File: config.mk
export PLATFORM = sky130hd
export DESIGN_NAME = tftp_transfer_engine
export DESIGN_NICKNAME = d
export VERILOG_FILES = /design/src/hdl/tte_pkg.sv /design/src/hdl/tftp_transfer_engine.sv /design/src/hdl/tte_session.sv
export VERILOG_INCLUDE_DIRS = /design/src /design/src/hdl
export SDC_FILE = /design/constraint.sdc
export NUM_CORES = 1
export LEC_CHECK = 0
export BUFFER_PORTS_ARGS = -buffer_cell sky130_fd_sc_hd__buf_2
export CAP_MARGIN = 15
export CORE_MARGIN = 2
export CORE_UTILIZATION = 60
export CTS_CLUSTER_DIAMETER = 60
export DETAILED_ROUTE_END_ITERATION = 8
export GPL_ROUTABILITY_DRIVEN = 1
export PLACE_DENSITY = 0.81
export SYNTH_ARGS = -nofsm -noshare
export SYNTH_HDL_FRONTEND = slang
export SYNTH_SLANG_ARGS = --single-unit
File: constraint.sdc
create_clock -name i_clk -period 6.05 [get_ports i_clk]
set_clock_uncertainty 0.15 [all_clocks]
set_input_delay 0.605 -clock i_clk [delete_from_list [all_inputs] [get_ports i_clk]]
set_output_delay 0.605 -clock i_clk [all_outputs]
set_load 0.05 [all_outputs]
File: src/hdl/tftp_transfer_engine_macros.svh
// Assertion helpers shared by the transfer engine RTL
`ifndef TFTP_TRANSFER_ENGINE_MACROS_SVH
`define TFTP_TRANSFER_ENGINE_MACROS_SVH

// Same-cycle implication, masked during reset
`define TTE_ASSERT_NOW(label, clk, rst_n, ante, cons, msg) \
    label: assert property (@(posedge clk) disable iff (!(rst_n)) (ante) |-> (cons)) \
        else $error(msg);

// Next-cycle implication, masked during reset
`define TTE_ASSERT_NEXT(label, clk, rst_n, ante, cons, msg) \
    label: assert property (@(posedge clk) disable iff (!(rst_n)) (ante) |=> (cons)) \
        else $error(msg);

`endif

File: src/hdl/tte_pkg.sv
`default_nettype none

package tte_pkg;

    // Fixed protocol sizes
    localparam logic [9:0] BLOCK_BYTES  = 10'd512;
    localparam logic [9:0] HEADER_BYTES = 10'd4;
    localparam logic [9:0] MAX_PKT_LEN  = 10'd516;

    // Event kinds
    localparam logic [1:0] FUNC_START_READ  = 2'd0;
    localparam logic [1:0] FUNC_START_WRITE = 2'd1;
    localparam logic [1:0] FUNC_PACKET      = 2'd2;
    localparam logic [1:0] FUNC_TIMEOUT     = 2'd3;

    // TFTP opcodes
    localparam logic [15:0] OP_DATA  = 16'd3;
    localparam logic [15:0] OP_ACK   = 16'd4;
    localparam logic [15:0] OP_ERROR = 16'd5;

    // Result commands
    localparam logic [2:0] ACT_SEND_DATA    = 3'd0;
    localparam logic [2:0] ACT_SEND_ACK     = 3'd1;
    localparam logic [2:0] ACT_SEND_ERR     = 3'd2;
    localparam logic [2:0] ACT_STORE        = 3'd3;
    localparam logic [2:0] ACT_DONE         = 3'd4;
    localparam logic [2:0] ACT_FAIL_TIMEOUT = 3'd5;
    localparam logic [2:0] ACT_FAIL_PEER    = 3'd6;
    localparam logic [2:0] ACT_FAIL_INVALID = 3'd7;

    // Error codes carried by a send error
    localparam logic EC_INVALID = 1'b0;
    localparam logic EC_BAD_TID = 1'b1;

    localparam logic [7:0] RETRY_LIMIT_RST = 8'd5;

    // One incoming event
    typedef struct packed {
        logic [1:0]  func;
        logic        from_expected_peer;
        logic [9:0]  pkt_len;
        logic [15:0] opcode;
        logic [15:0] block_num;
        logic [9:0]  next_len;
    } t_evt;

    // Compressed results of one event; cnt is 0 when nothing is produced
    typedef struct packed {
        logic [2:0]  act;
        logic [15:0] block;
        logic [9:0]  length;
        logic        error_code;
        logic [1:0]  cnt;
    } t_rec;

endpackage

`default_nettype wire

File: src/hdl/tftp_transfer_engine.sv
`default_nettype none

// Stop-and-wait TFTP session controller. Each event (start read, start
// write, packet received, receive timeout) is taken into an input register,
// decided against the session state into a record register, and expanded
// into one to three commands that leave through a registered output
// stream, one per cycle while tready is high. A new event can be taken
// every cycle while the command stage is free; an event holds the output
// until all its commands (three in the store-ack-done case of a write) are
// taken. Events that yield nothing leave no record behind.
// The retry limit register may be written only while no event is in flight.
module tftp_transfer_engine (
    input  wire         i_clk,
    input  wire         i_rst_n,
    // event stream
    input  wire         i_s_axis_tvalid,
    output logic        o_s_axis_tready,
    // [0] from_expected_peer, [10:1] pkt_len, [26:11] opcode,
    // [42:27] block_num, [52:43] next_len, [55:53] zero
    input  wire  [55:0] i_s_axis_tdata,
    // [1:0] func
    input  wire  [1:0]  i_s_axis_tuser,
    // command stream
    output logic        o_m_axis_tvalid,
    input  wire         i_m_axis_tready,
    // [2:0] action, [18:3] block, [28:19] length, [29] error_code, [31:30] zero
    output logic [31:0] o_m_axis_tdata,
    output logic        o_m_axis_tlast,
    // retry limit register
    input  wire         i_cfg_we,
    input  wire  [7:0]  i_cfg_wdata
);

    logic [7:0]     r_retry_limit;

    tte_pkg::t_evt  r_a_evt;
    logic           r_a_v;
    tte_pkg::t_rec  rec;
    tte_pkg::t_rec  r_b;
    logic           r_b_v;
    logic [1:0]     r_idx;
    logic           r_o_v;
    logic [31:0]    r_o_data;
    logic           r_o_last;

    logic           a_move;
    logic           o_load;
    logic           b_pop;
    logic           k_last;
    logic [2:0]     k_act;
    logic [15:0]    k_blk;
    logic [9:0]     k_len;
    logic           k_ec;

    // Config register
    always_ff @(posedge i_clk) begin
        if (!i_rst_n) begin
            r_retry_limit <= tte_pkg::RETRY_LIMIT_RST;
        end else if (i_cfg_we) begin
            r_retry_limit <= i_cfg_wdata;
        end
    end

    // Handshake flow
    assign o_load          = r_b_v && (!r_o_v || i_m_axis_tready);
    assign k_last          = (r_idx == (r_b.cnt - 2'd1));
    assign b_pop           = o_load && k_last;
    assign a_move          = r_a_v && (!r_b_v || b_pop);
    assign o_s_axis_tready = !r_a_v || a_move;

    // Input register
    always_ff @(posedge i_clk) begin
        if (!i_rst_n) begin
            r_a_v <= 1'b0;
        end else if (o_s_axis_tready) begin
            r_a_v <= i_s_axis_tvalid;
        end
    end

    always_ff @(posedge i_clk) begin
        if (i_s_axis_tvalid && o_s_axis_tready) begin
            r_a_evt.func               <= i_s_axis_tuser;
            r_a_evt.from_expected_peer <= i_s_axis_tdata[0];
            r_a_evt.pkt_len            <= i_s_axis_tdata[10:1];
            r_a_evt.opcode             <= i_s_axis_tdata[26:11];
            r_a_evt.block_num          <= i_s_axis_tdata[42:27];
            r_a_evt.next_len           <= i_s_axis_tdata[52:43];
        end
    end

    tte_session u_session (
        .i_clk        (i_clk),
        .i_rst_n      (i_rst_n),
        .i_ev_valid   (a_move),
        .i_ev         (r_a_evt),
        .i_retry_limit(r_retry_limit),
        .o_rec        (rec)
    );

    // Result record register
    always_ff @(posedge i_clk) begin
        if (!i_rst_n) begin
            r_b_v <= 1'b0;
            r_idx <= 2'd0;
        end else if (a_move) begin
            r_b_v <= (rec.cnt != 2'd0);
            r_idx <= 2'd0;
        end else if (b_pop) begin
            r_b_v <= 1'b0;
            r_idx <= 2'd0;
        end else if (o_load) begin
            r_idx <= r_idx + 2'd1;
        end
    end

    always_ff @(posedge i_clk) begin
        if (a_move) begin
            r_b <= rec;
        end
    end

    // Expand the record into its k-th command
    always_comb begin
        k_act = r_b.act;
        k_blk = r_b.block;
        k_len = r_b.length;
        k_ec  = r_b.error_code;
        if (r_idx != 2'd0) begin
            k_blk = 16'd0;
            k_len = 10'd0;
            k_ec  = 1'b0;
            case (r_b.act)
                tte_pkg::ACT_STORE: begin
                    if (r_idx == 2'd1) begin
                        k_act = tte_pkg::ACT_SEND_ACK;
                        k_blk = r_b.block;
                    end else begin
                        k_act = tte_pkg::ACT_DONE;
                    end
                end
                tte_pkg::ACT_SEND_ERR: begin
                    k_act = tte_pkg::ACT_FAIL_INVALID;
                end
                default: begin
                    k_act = r_b.act;
                end
            endcase
        end
    end

    // Output register
    always_ff @(posedge i_clk) begin
        if (!i_rst_n) begin
            r_o_v <= 1'b0;
        end else if (o_load) begin
            r_o_v <= 1'b1;
        end else if (i_m_axis_tready) begin
            r_o_v <= 1'b0;
        end
    end

    always_ff @(posedge i_clk) begin
        if (o_load) begin
            r_o_data <= {2'b00, k_ec, k_len, k_blk, k_act};
            r_o_last <= k_last;
        end
    end

    assign o_m_axis_tvalid = r_o_v;
    assign o_m_axis_tdata  = r_o_data;
    assign o_m_axis_tlast  = r_o_last;

`include "tftp_transfer_engine_macros.svh"

    `TTE_ASSERT_NOW(a_rec_nonempty, i_clk, i_rst_n, r_b_v, r_b.cnt != 2'd0, "empty record held")
    `TTE_ASSERT_NOW(a_idx_range, i_clk, i_rst_n, r_b_v, r_idx < r_b.cnt, "record index overrun")
    `TTE_ASSERT_NOW(a_move_room, i_clk, i_rst_n, a_move, !r_b_v || b_pop, "record overwritten")
    `TTE_ASSERT_NEXT(a_pop_clears, i_clk, i_rst_n, b_pop && !a_move, !r_b_v, "record not released")

endmodule

`default_nettype wire

File: src/hdl/tte_session.sv
`default_nettype none

// Session state and per-event decision logic
module tte_session (
    input  wire               i_clk,
    input  wire               i_rst_n,
    input  wire               i_ev_valid,
    input  tte_pkg::t_evt     i_ev,
    input  wire  [7:0]        i_retry_limit,
    output tte_pkg::t_rec     o_rec
);

    logic        r_active,  n_active;
    logic        r_writing, n_writing;
    logic [15:0] r_blk,     n_blk;
    logic [7:0]  r_att,     n_att;
    logic        r_final,   n_final;
    logic [9:0]  r_cur_len, n_cur_len;

    logic [9:0]  clip_len;
    logic [15:0] blk_inc;
    logic [9:0]  dlen;

    assign clip_len = (i_ev.next_len > tte_pkg::BLOCK_BYTES) ? tte_pkg::BLOCK_BYTES
                                                            : i_ev.next_len;
    assign blk_inc  = r_blk + 16'd1;
    assign dlen     = i_ev.pkt_len - tte_pkg::HEADER_BYTES;

    // Event decode
    always_comb begin
        n_active  = r_active;
        n_writing = r_writing;
        n_blk     = r_blk;
        n_att     = r_att;
        n_final   = r_final;
        n_cur_len = r_cur_len;
        o_rec     = '0;

        case (i_ev.func)
            tte_pkg::FUNC_START_READ: begin
                n_active  = 1'b1;
                n_writing = 1'b0;
                n_blk     = 16'd1;
                n_cur_len = clip_len;
                n_final   = clip_len < tte_pkg::BLOCK_BYTES;
                n_att     = 8'd1;
                o_rec     = '{act: tte_pkg::ACT_SEND_DATA, block: 16'd1, length: clip_len,
                              error_code: 1'b0, cnt: 2'd1};
            end
            tte_pkg::FUNC_START_WRITE: begin
                n_active  = 1'b1;
                n_writing = 1'b1;
                n_blk     = 16'd0;
                n_cur_len = 10'd0;
                n_final   = 1'b0;
                n_att     = 8'd1;
                o_rec     = '{act: tte_pkg::ACT_SEND_ACK, block: 16'd0, length: 10'd0,
                              error_code: 1'b0, cnt: 2'd1};
            end
            tte_pkg::FUNC_TIMEOUT: begin
                if (r_active) begin
                    if (r_att >= i_retry_limit) begin
                        n_active  = 1'b0;
                        o_rec.act = tte_pkg::ACT_FAIL_TIMEOUT;
                        o_rec.cnt = 2'd1;
                    end else begin
                        // resend current block
                        n_att       = r_att + 8'd1;
                        o_rec.act   = r_writing ? tte_pkg::ACT_SEND_ACK
                                                : tte_pkg::ACT_SEND_DATA;
                        o_rec.block = r_blk;
                        o_rec.length = r_writing ? 10'd0 : r_cur_len;
                        o_rec.cnt   = 2'd1;
                    end
                end
            end
            tte_pkg::FUNC_PACKET: begin
                if (r_active) begin
                    if (!i_ev.from_expected_peer) begin
                        o_rec.act        = tte_pkg::ACT_SEND_ERR;
                        o_rec.error_code = tte_pkg::EC_BAD_TID;
                        o_rec.cnt        = 2'd1;
                    end else if (i_ev.pkt_len < tte_pkg::HEADER_BYTES ||
                                 i_ev.pkt_len > tte_pkg::MAX_PKT_LEN) begin
                        // error then invalid fail
                        n_active         = 1'b0;
                        o_rec.act        = tte_pkg::ACT_SEND_ERR;
                        o_rec.error_code = tte_pkg::EC_INVALID;
                        o_rec.cnt        = 2'd2;
                    end else if (i_ev.opcode == tte_pkg::OP_ERROR) begin
                        n_active  = 1'b0;
                        o_rec.act = tte_pkg::ACT_FAIL_PEER;
                        o_rec.cnt = 2'd1;
                    end else if (!r_writing) begin
                        if (i_ev.opcode == tte_pkg::OP_ACK && i_ev.block_num == r_blk) begin
                            if (r_final) begin
                                n_active  = 1'b0;
                                o_rec.act = tte_pkg::ACT_DONE;
                                o_rec.cnt = 2'd1;
                            end else begin
                                n_blk        = blk_inc;
                                n_cur_len    = clip_len;
                                n_final      = clip_len < tte_pkg::BLOCK_BYTES;
                                n_att        = 8'd1;
                                o_rec.act    = tte_pkg::ACT_SEND_DATA;
                                o_rec.block  = blk_inc;
                                o_rec.length = clip_len;
                                o_rec.cnt    = 2'd1;
                            end
                        end
                    end else begin
                        if (i_ev.opcode == tte_pkg::OP_DATA && i_ev.block_num == blk_inc) begin
                            // store, ack, and done on a short block
                            n_blk        = blk_inc;
                            n_cur_len    = dlen;
                            n_att        = 8'd1;
                            o_rec.act    = tte_pkg::ACT_STORE;
                            o_rec.block  = blk_inc;
                            o_rec.length = dlen;
                            if (dlen < tte_pkg::BLOCK_BYTES) begin
                                n_active  = 1'b0;
                                o_rec.cnt = 2'd3;
                            end else begin
                                o_rec.cnt = 2'd2;
                            end
                        end
                    end
                end
            end
            default: begin
                o_rec = '0;
            end
        endcase
    end

    // Session registers, updated once per event
    always_ff @(posedge i_clk) begin
        if (!i_rst_n) begin
            r_active  <= 1'b0;
            r_writing <= 1'b0;
            r_blk     <= 16'd0;
            r_att     <= 8'd0;
            r_final   <= 1'b0;
            r_cur_len <= 10'd0;
        end else if (i_ev_valid) begin
            r_active  <= n_active;
            r_writing <= n_writing;
            r_blk     <= n_blk;
            r_att     <= n_att;
            r_final   <= n_final;
            r_cur_len <= n_cur_len;
        end
    end

endmodule

`default_nettype wire
==> impl_metrics.tcl, run 1 <==
set metrics [dict create \
    numCtsBuffers 17 \
    ys_ff_latch 168 \
    fmax_mhz 229 \
    ys_warn_count 0 \
    fin_crit_sh 0.722 \
    syn_inst 782 \
    cts_resized 0 \
    max_stage_delay_ns 0.88 \
    netlist_top_cells_area "edfxtp_1 (43%), dfxtp_1 (12%), a21oi_1 (3.0%)" \
    cap_viol_max_count 0 \
    wl_per_cell_um 18.5 \
    clkLatencyLatePin_ns 0.44 \
    synth_ff_type "edfxtp_1" \
    firstDrtPassIters 5 \
    hold_class "in2reg" \
    cp_data_arrival_time_ns 4.49 \
    hold_buffers 0 \
    multi_input_area_um2 3410 \
    vdd_drop_max_uv 209 \
    leakagePower_nw 3.42 \
    syn_area_um2 8320 \
    grt_max_degree 56 \
    grt_pass1_vias 6146 \
    initial_core_util 0.606 \
    instances_no_fill 1062 \
    synthArstFlopShare 0 \
    nets 959 \
    ys_types 73 \
    clk_path_buf_depth 2 \
    coreArea_um2 13700 \
    p_per_area_nw_per_um2 285 \
    worst-r2r-cell-count 9 \
    hold_path_depth 1 \
    fillers 1009 \
    drive_gt1_frac 0.183 \
    dp_slack_ns 1.81 \
    place_inst 1028 \
    final.setup.tns_ns 0 \
    clk_pin_slew_ns 0.07 \
    required_ns 6.17 \
    tightestPinTransition_ns 1.14 \
    io_pins 106 \
    yosysTopAreaCell "edfxtp_1" \
    final_common_cell "edfxtp_1" \
    port-buffer-count 100 \
    die_w_um 122 \
    rsz0062_at_grt "no" \
    path_depth 9 \
    slew_headroom 0.237 \
    end_kind "register" \
    totalWireLength_um 19700 \
    cts_tree "done" \
    antenna_found_initial 0 \
    critical_path.startpoint_type "register" \
    worstPathMaxFanout 13 \
    gp_congestion 0.872 \
    synth_seq_area_share 0.546 \
    finalSetupViolations 0 \
    drc 0 \
    grt_pass1_wl_um 31000 \
    slew_violations 0 \
    die_y_um 122 \
    areaGrowthSynthToFinish_pct 14.5 \
    critPathKind "reg2reg" \
    route.vias.total 6521 \
    postRouteAntennaNets 0 \
    cp_cell_sequence "ha_1, nand3_2, nor4_1, xnor2_1, a2111oi_2, nand4_1, and2_4, o21ai_1, o221ai_1" \
    worst_slack_ns 1.68 \
    num_antenna_cells 0 \
    post_drt_via_cell_ratio 6.14 \
    seqCellArea_um2 4540 \
    synth-edff-count 118 \
    cts.sinks 168 \
    rows 43 \
    synth_top_area_frac 0.426 \
    grt_usage 0.273 \
    cp_num_buf_inv 0 \
    synth_area_per_cell_um2 10.6 \
    period_minus_slack_ns 4.37 \
    critical_path.top_delay_family "compound AO/OA/AOI/OAI gates" \
    overflow 0 \
    cts_root_buf "clkbuf_16" \
    dpl.hpwl_um 14000 \
    final_cell_mix "edfxtp_1 (118), buf_2 (100), nor2_1 (62)" \
    first_iter_violations 716 \
    cp_slowest_cell "o21ai_1" \
    fp.dieArea_um2 14800 \
    outcome "finished clean" \
    hold_viol_final 0 \
    htree_num_levels 4 \
    cts_setup_buffers 0 \
]
==> routing by layer <==
| layer | wire length, um | track usage | vias to the layer above |
|---|---|---|---|
| met5 | 0 | 0 | - |
| met4 | 530 | 0.113 | 0 |
| met3 | 1520 | 0.0571 | 51 |
| met2 | 9370 | 0.434 | 339 |
| met1 | 8240 | 0.366 | 3042 |
| li1 | - | - | 3089 |
==> final cells by class <==
cell class                      count  share of cell area
Sequential cell                   168               0.477
Clock inverter                     14              0.0204
Clock buffer                       18              0.0451
Tap cell                          180              0.0237
Timing Repair Buffer              107              0.0581
Multi-Input combinational cell    531               0.358
Inverter                           44              0.0173
==> cells by family (layout without fill, tap and decap cells) <==
logic type                 Yosys count  in the layout  share of synthesized area
xor gates and xnor gates            34             34                     0.0381
AOI/OAI and AO/OA                  180            180                      0.143
other                                1              2                   0.000451
and+or+nand+nor                    281            281                      0.181
adders and majority gates           19             19                     0.0286
muxes                               15             15                     0.0181
DFF                                168            168                      0.546
buffers and inverters               84            183                     0.0448
==> flip-flops by register name, indices dropped and copies added (netlist names), 2 cells and up <==
signal               cells
o_m_axis_tdata          30
r_a_evt                 55
r_retry_limit            8
u_session.r_att          8
r_b                     32
r_idx                    2
u_session.r_blk         16
u_session.r_cur_len     10
==> final timing paths <==
path	start	to	slack [ns]
max	u_session.r_blk[0]	u_session.r_blk[11]	1.68
min	i_s_axis_tdata[31]	r_a_evt[14]	0.19
max reg2reg	u_session.r_blk[0]	u_session.r_blk[11]	1.68
min reg2reg	r_b_v	o_m_axis_tvalid	0.32
==> stage by stage <==
step | hold WS (ns) | util | power [mW] | area (um2)
2_1_floorplan | 0.289 | - | 1.50 | 8320
3_5_place_dp | 0.314 | 0.648 | 1.57 | 8880
6_report | 0.187 | 0.694 | 2.71 | 9520
3_3_place_gp | 0.308 | 0.648 | 1.56 | 8880
5_1_grt | 0.180 | 0.694 | 2.80 | 9520
4_1_cts | 0.171 | 0.693 | 2.72 | 9510
==> report_power, final <==
part	switching, mW	total [mW]	internal [mW]	leakage (nW)
Sequential	0.0311	1.32	1.29	1.53
Clock	0.464	1.16	0.694	0.301
Combinational	0.155	0.231	0.0762	1.60
Total	0.650	2.71	2.06	3.42
==> cells in the mapped netlist, drive strengths merged (3+ instances only) <==
| master | n |
|---|---|
| a31oi | 5 |
| a211o | 7 |
| nor2 | 62 |
| nand4 | 17 |
| o211ai | 6 |
| nand2 | 51 |
| and2 | 15 |
| inv | 41 |
| or2 | 4 |
| nand2b | 9 |
| o31ai | 3 |
| mux2i | 15 |
| a21o | 5 |
| nor3 | 17 |
| xor2 | 9 |
| o21a | 3 |
| a21boi | 7 |
| and3 | 5 |
| a22oi | 9 |
| edfxtp | 118 |
| nor3b | 3 |
| xnor2 | 25 |
| clkinv | 3 |
| a211oi | 15 |
| a21oi | 50 |
| dfxtp | 50 |
| nand3 | 36 |
| clkbuf | 21 |
| or3 | 10 |
| nor4 | 14 |
| o22ai | 16 |
| and4 | 4 |
| or4 | 7 |
| nor2b | 20 |
| o21ai | 28 |
| ha | 19 |
| buf | 19 |
Power figures use the tool's default switching activity.
==> run 2: changes to the inputs <==
CORE_UTILIZATION = 58   (was 60)
PLACE_DENSITY = 0.79   (was 0.81)
clock period = 4.5 ns   (was 6.05 ns; I/O delays follow)
==> run 2 against run 1 <==
Effect of this change: power is 26% higher; core utilization fell by 1.3 points; register-to-register slack lost 1.1 ns; global-route usage fell by 0.89 points; critical path depth unchanged; routed wire length is 2.3% lower; via count down 0.37%; sequential power grew 34%.
==> impl_metrics.tcl, run 2 (synthesis results as in run 1) <==
set metrics [dict create \
    drc 0 \
    final_cell_mix "edfxtp_1 (118), buf_2 (100), nor2_1 (62)" \
    p_clk_frac 0.388 \
    coreArea_um2 13900 \
    wl_met3_um 1470 \
    grt_usage 0.264 \
    critical_path.startpoint "u_session.r_blk[0]" \
    antenna_found_initial 0 \
    num_antenna_cells 0 \
    critical_path.startpoint_type "register" \
    final_common_cell "edfxtp_1" \
    drive_gt1_frac 0.187 \
    cp-endpoint "u_session.r_blk[13]" \
    firstDrtPassIters 6 \
    period_minus_slack_ns 3.91 \
    fmax_mhz 256 \
    final.setup.tns_ns 0 \
    totalWireLength_um 19200 \
    rows 43 \
    required_ns 4.70 \
    design_area_um2 9480 \
    path_depth 9 \
    route.vias.total 6497 \
    grt_pass1_wl_um 30400 \
    die_y_um 124 \
    slew_headroom 0.361 \
    initial_core_util 0.597 \
    finalSetupViolations 0 \
    overflow 0 \
    dr_wl_met2_um 8740 \
    r2r_end "u_session.r_blk[13]" \
    r2r_setup_slack_ns 0.59 \
    vdd_drop_max_uv 247 \
    critical_path.top_delay_family "simple AND/OR/NAND/NOR gates" \
    htree_num_levels 4 \
    largest_register_ffs 55 \
    critPathKind "reg2reg" \
    cts_tree "done" \
    port-buffer-count 100 \
    max_stage_delay_ns 0.71 \
    cts_root_buf "clkbuf_16" \
    power.switching_mw 0.863 \
    gp_congestion 0.937 \
    first_iter_violations 718 \
    hold_viol_final 0 \
    p_per_area_nw_per_um2 360 \
    fp.dieArea_um2 15300 \
    rsz0062_at_grt "no" \
    wl_per_cell_um 18.0 \
    numCtsBuffers 17 \
    pwr-share-comb 0.092 \
    hold_buffers 0 \
    tightestPinTransition_ns 0.954 \
    outcome "finished clean" \
    cts_setup_buffers 0 \
    power.internal_mw 2.55 \
    clkLatencyLatePin_ns 0.44 \
    cts_resized 0 \
    clk_path_buf_depth 2 \
    wl_met1_um 8540 \
    cp_data_arrival_time_ns 4.11 \
    io_pins 106 \
    regMostFlops "r_a_evt" \
    grt_max_degree 56 \
    cts.sinks 168 \
    seqPwrFrac 0.519 \
    end_kind "register" \
    postRouteAntennaNets 0 \
    areaGrowthSynthToFinish_pct 14.0 \
    timing.rr.start "u_session.r_blk[0]" \
    clk_pin_slew_ns 0.07 \
    place_area_um2 8930 \
    post_drt_via_cell_ratio 6.08 \
    cap_viol_max_count 0 \
    dpl.hpwl_um 14000 \
    fin_crit_sh 0.869 \
    hold_class "in2reg" \
    power_switching_share 0.253 \
    cp_slowest_cell "a211oi_2" \
    cp_num_buf_inv 0 \
    die_w_um 124 \
    worst-r2r-cell-count 9 \
    slew_violations 0 \
    nets 965 \
    top_layer_used "met4" \
    cp_cell_sequence "ha_1, nand3_2, nor4_1, xnor2_1, nor4_1, nand4_2, a211oi_2, o21ai_0, o21ai_0" \
    worstPathMaxFanout 10 \
    leakagePower_nw 3.40 \
    grt_pass1_vias 6005 \
]
## run 2: cell types whose count changed in the layout (fill, tap and decap cells not counted), sizes merged
cell      before  now
clkinvlp       2    5
bufinv         4    0
clkinv         7    8
buf          106  113
inv           45   44
## run 2: worst min-delay path by stage
| stage | start | end | cells past startpoint |
|---|---|---|---|
| after detailed placement | r_b_v | o_m_axis_tvalid | 2 |
| after floorplan | r_b_v | o_m_axis_tvalid | 2 |
| after global placement | r_b_v | o_m_axis_tvalid | 2 |
| after global routing | i_s_axis_tdata[16] | r_a_evt[31] | 1 |
| final | i_s_axis_tdata[34] | r_a_evt[17] | 1 |
| after CTS | i_s_axis_tdata[34] | r_a_evt[17] | 1 |
## run 2: routing by layer
| layer | up-vias | track usage |
|---|---|---|
| met2 | 335 | 0.398 |
| met3 | 45 | 0.0618 |
| li1 | 3092 | - |
| met5 | - | 0 |
| met1 | 3025 | 0.371 |
| met4 | 0 | 0.101 |
## run 2: final cells by class
cell class / count / area (um2)
flip-flops and latches: 168 / 4540
fillers: 1029 / 4450
multi-input cells: 531 / 3410
repair buffers: 113 / 606
clock buffers: 19 / 433
well taps: 180 / 225
inverters: 44 / 165
clock inverters: 13 / 100
## run 2: power by group through the flow
stage / registers [mW] / logic, mW / clock network [mW]
4_1_cts: 1.77 / 0.311 / 1.34
6_report: 1.77 / 0.314 / 1.33
2_1_floorplan: 1.83 / 0.177 / 0
5_1_grt: 1.78 / 0.345 / 1.41
3_5_place_dp: 1.81 / 0.308 / 0
3_3_place_gp: 1.80 / 0.298 / 0
## run 2: stage by stage
| stage | setup WS, ns | hold slack (ns) | cells | total power, mW | utilization |
|---|---|---|---|---|---|
| global route | 0.316 | 0.0226 | 1068 | 3.53 | 0.681 |
| CTS | 0.699 | 0.0212 | 1066 | 3.43 | 0.679 |
| detailed placement | 0.727 | 0.305 | 1034 | 2.11 | 0.641 |
| finish | 0.588 | 0.0336 | 1068 | 3.41 | 0.681 |
| floorplan | 1.23 | 0.289 | 783 | 2.01 | - |
| global placement | 0.912 | 0.311 | 1034 | 2.10 | 0.641 |
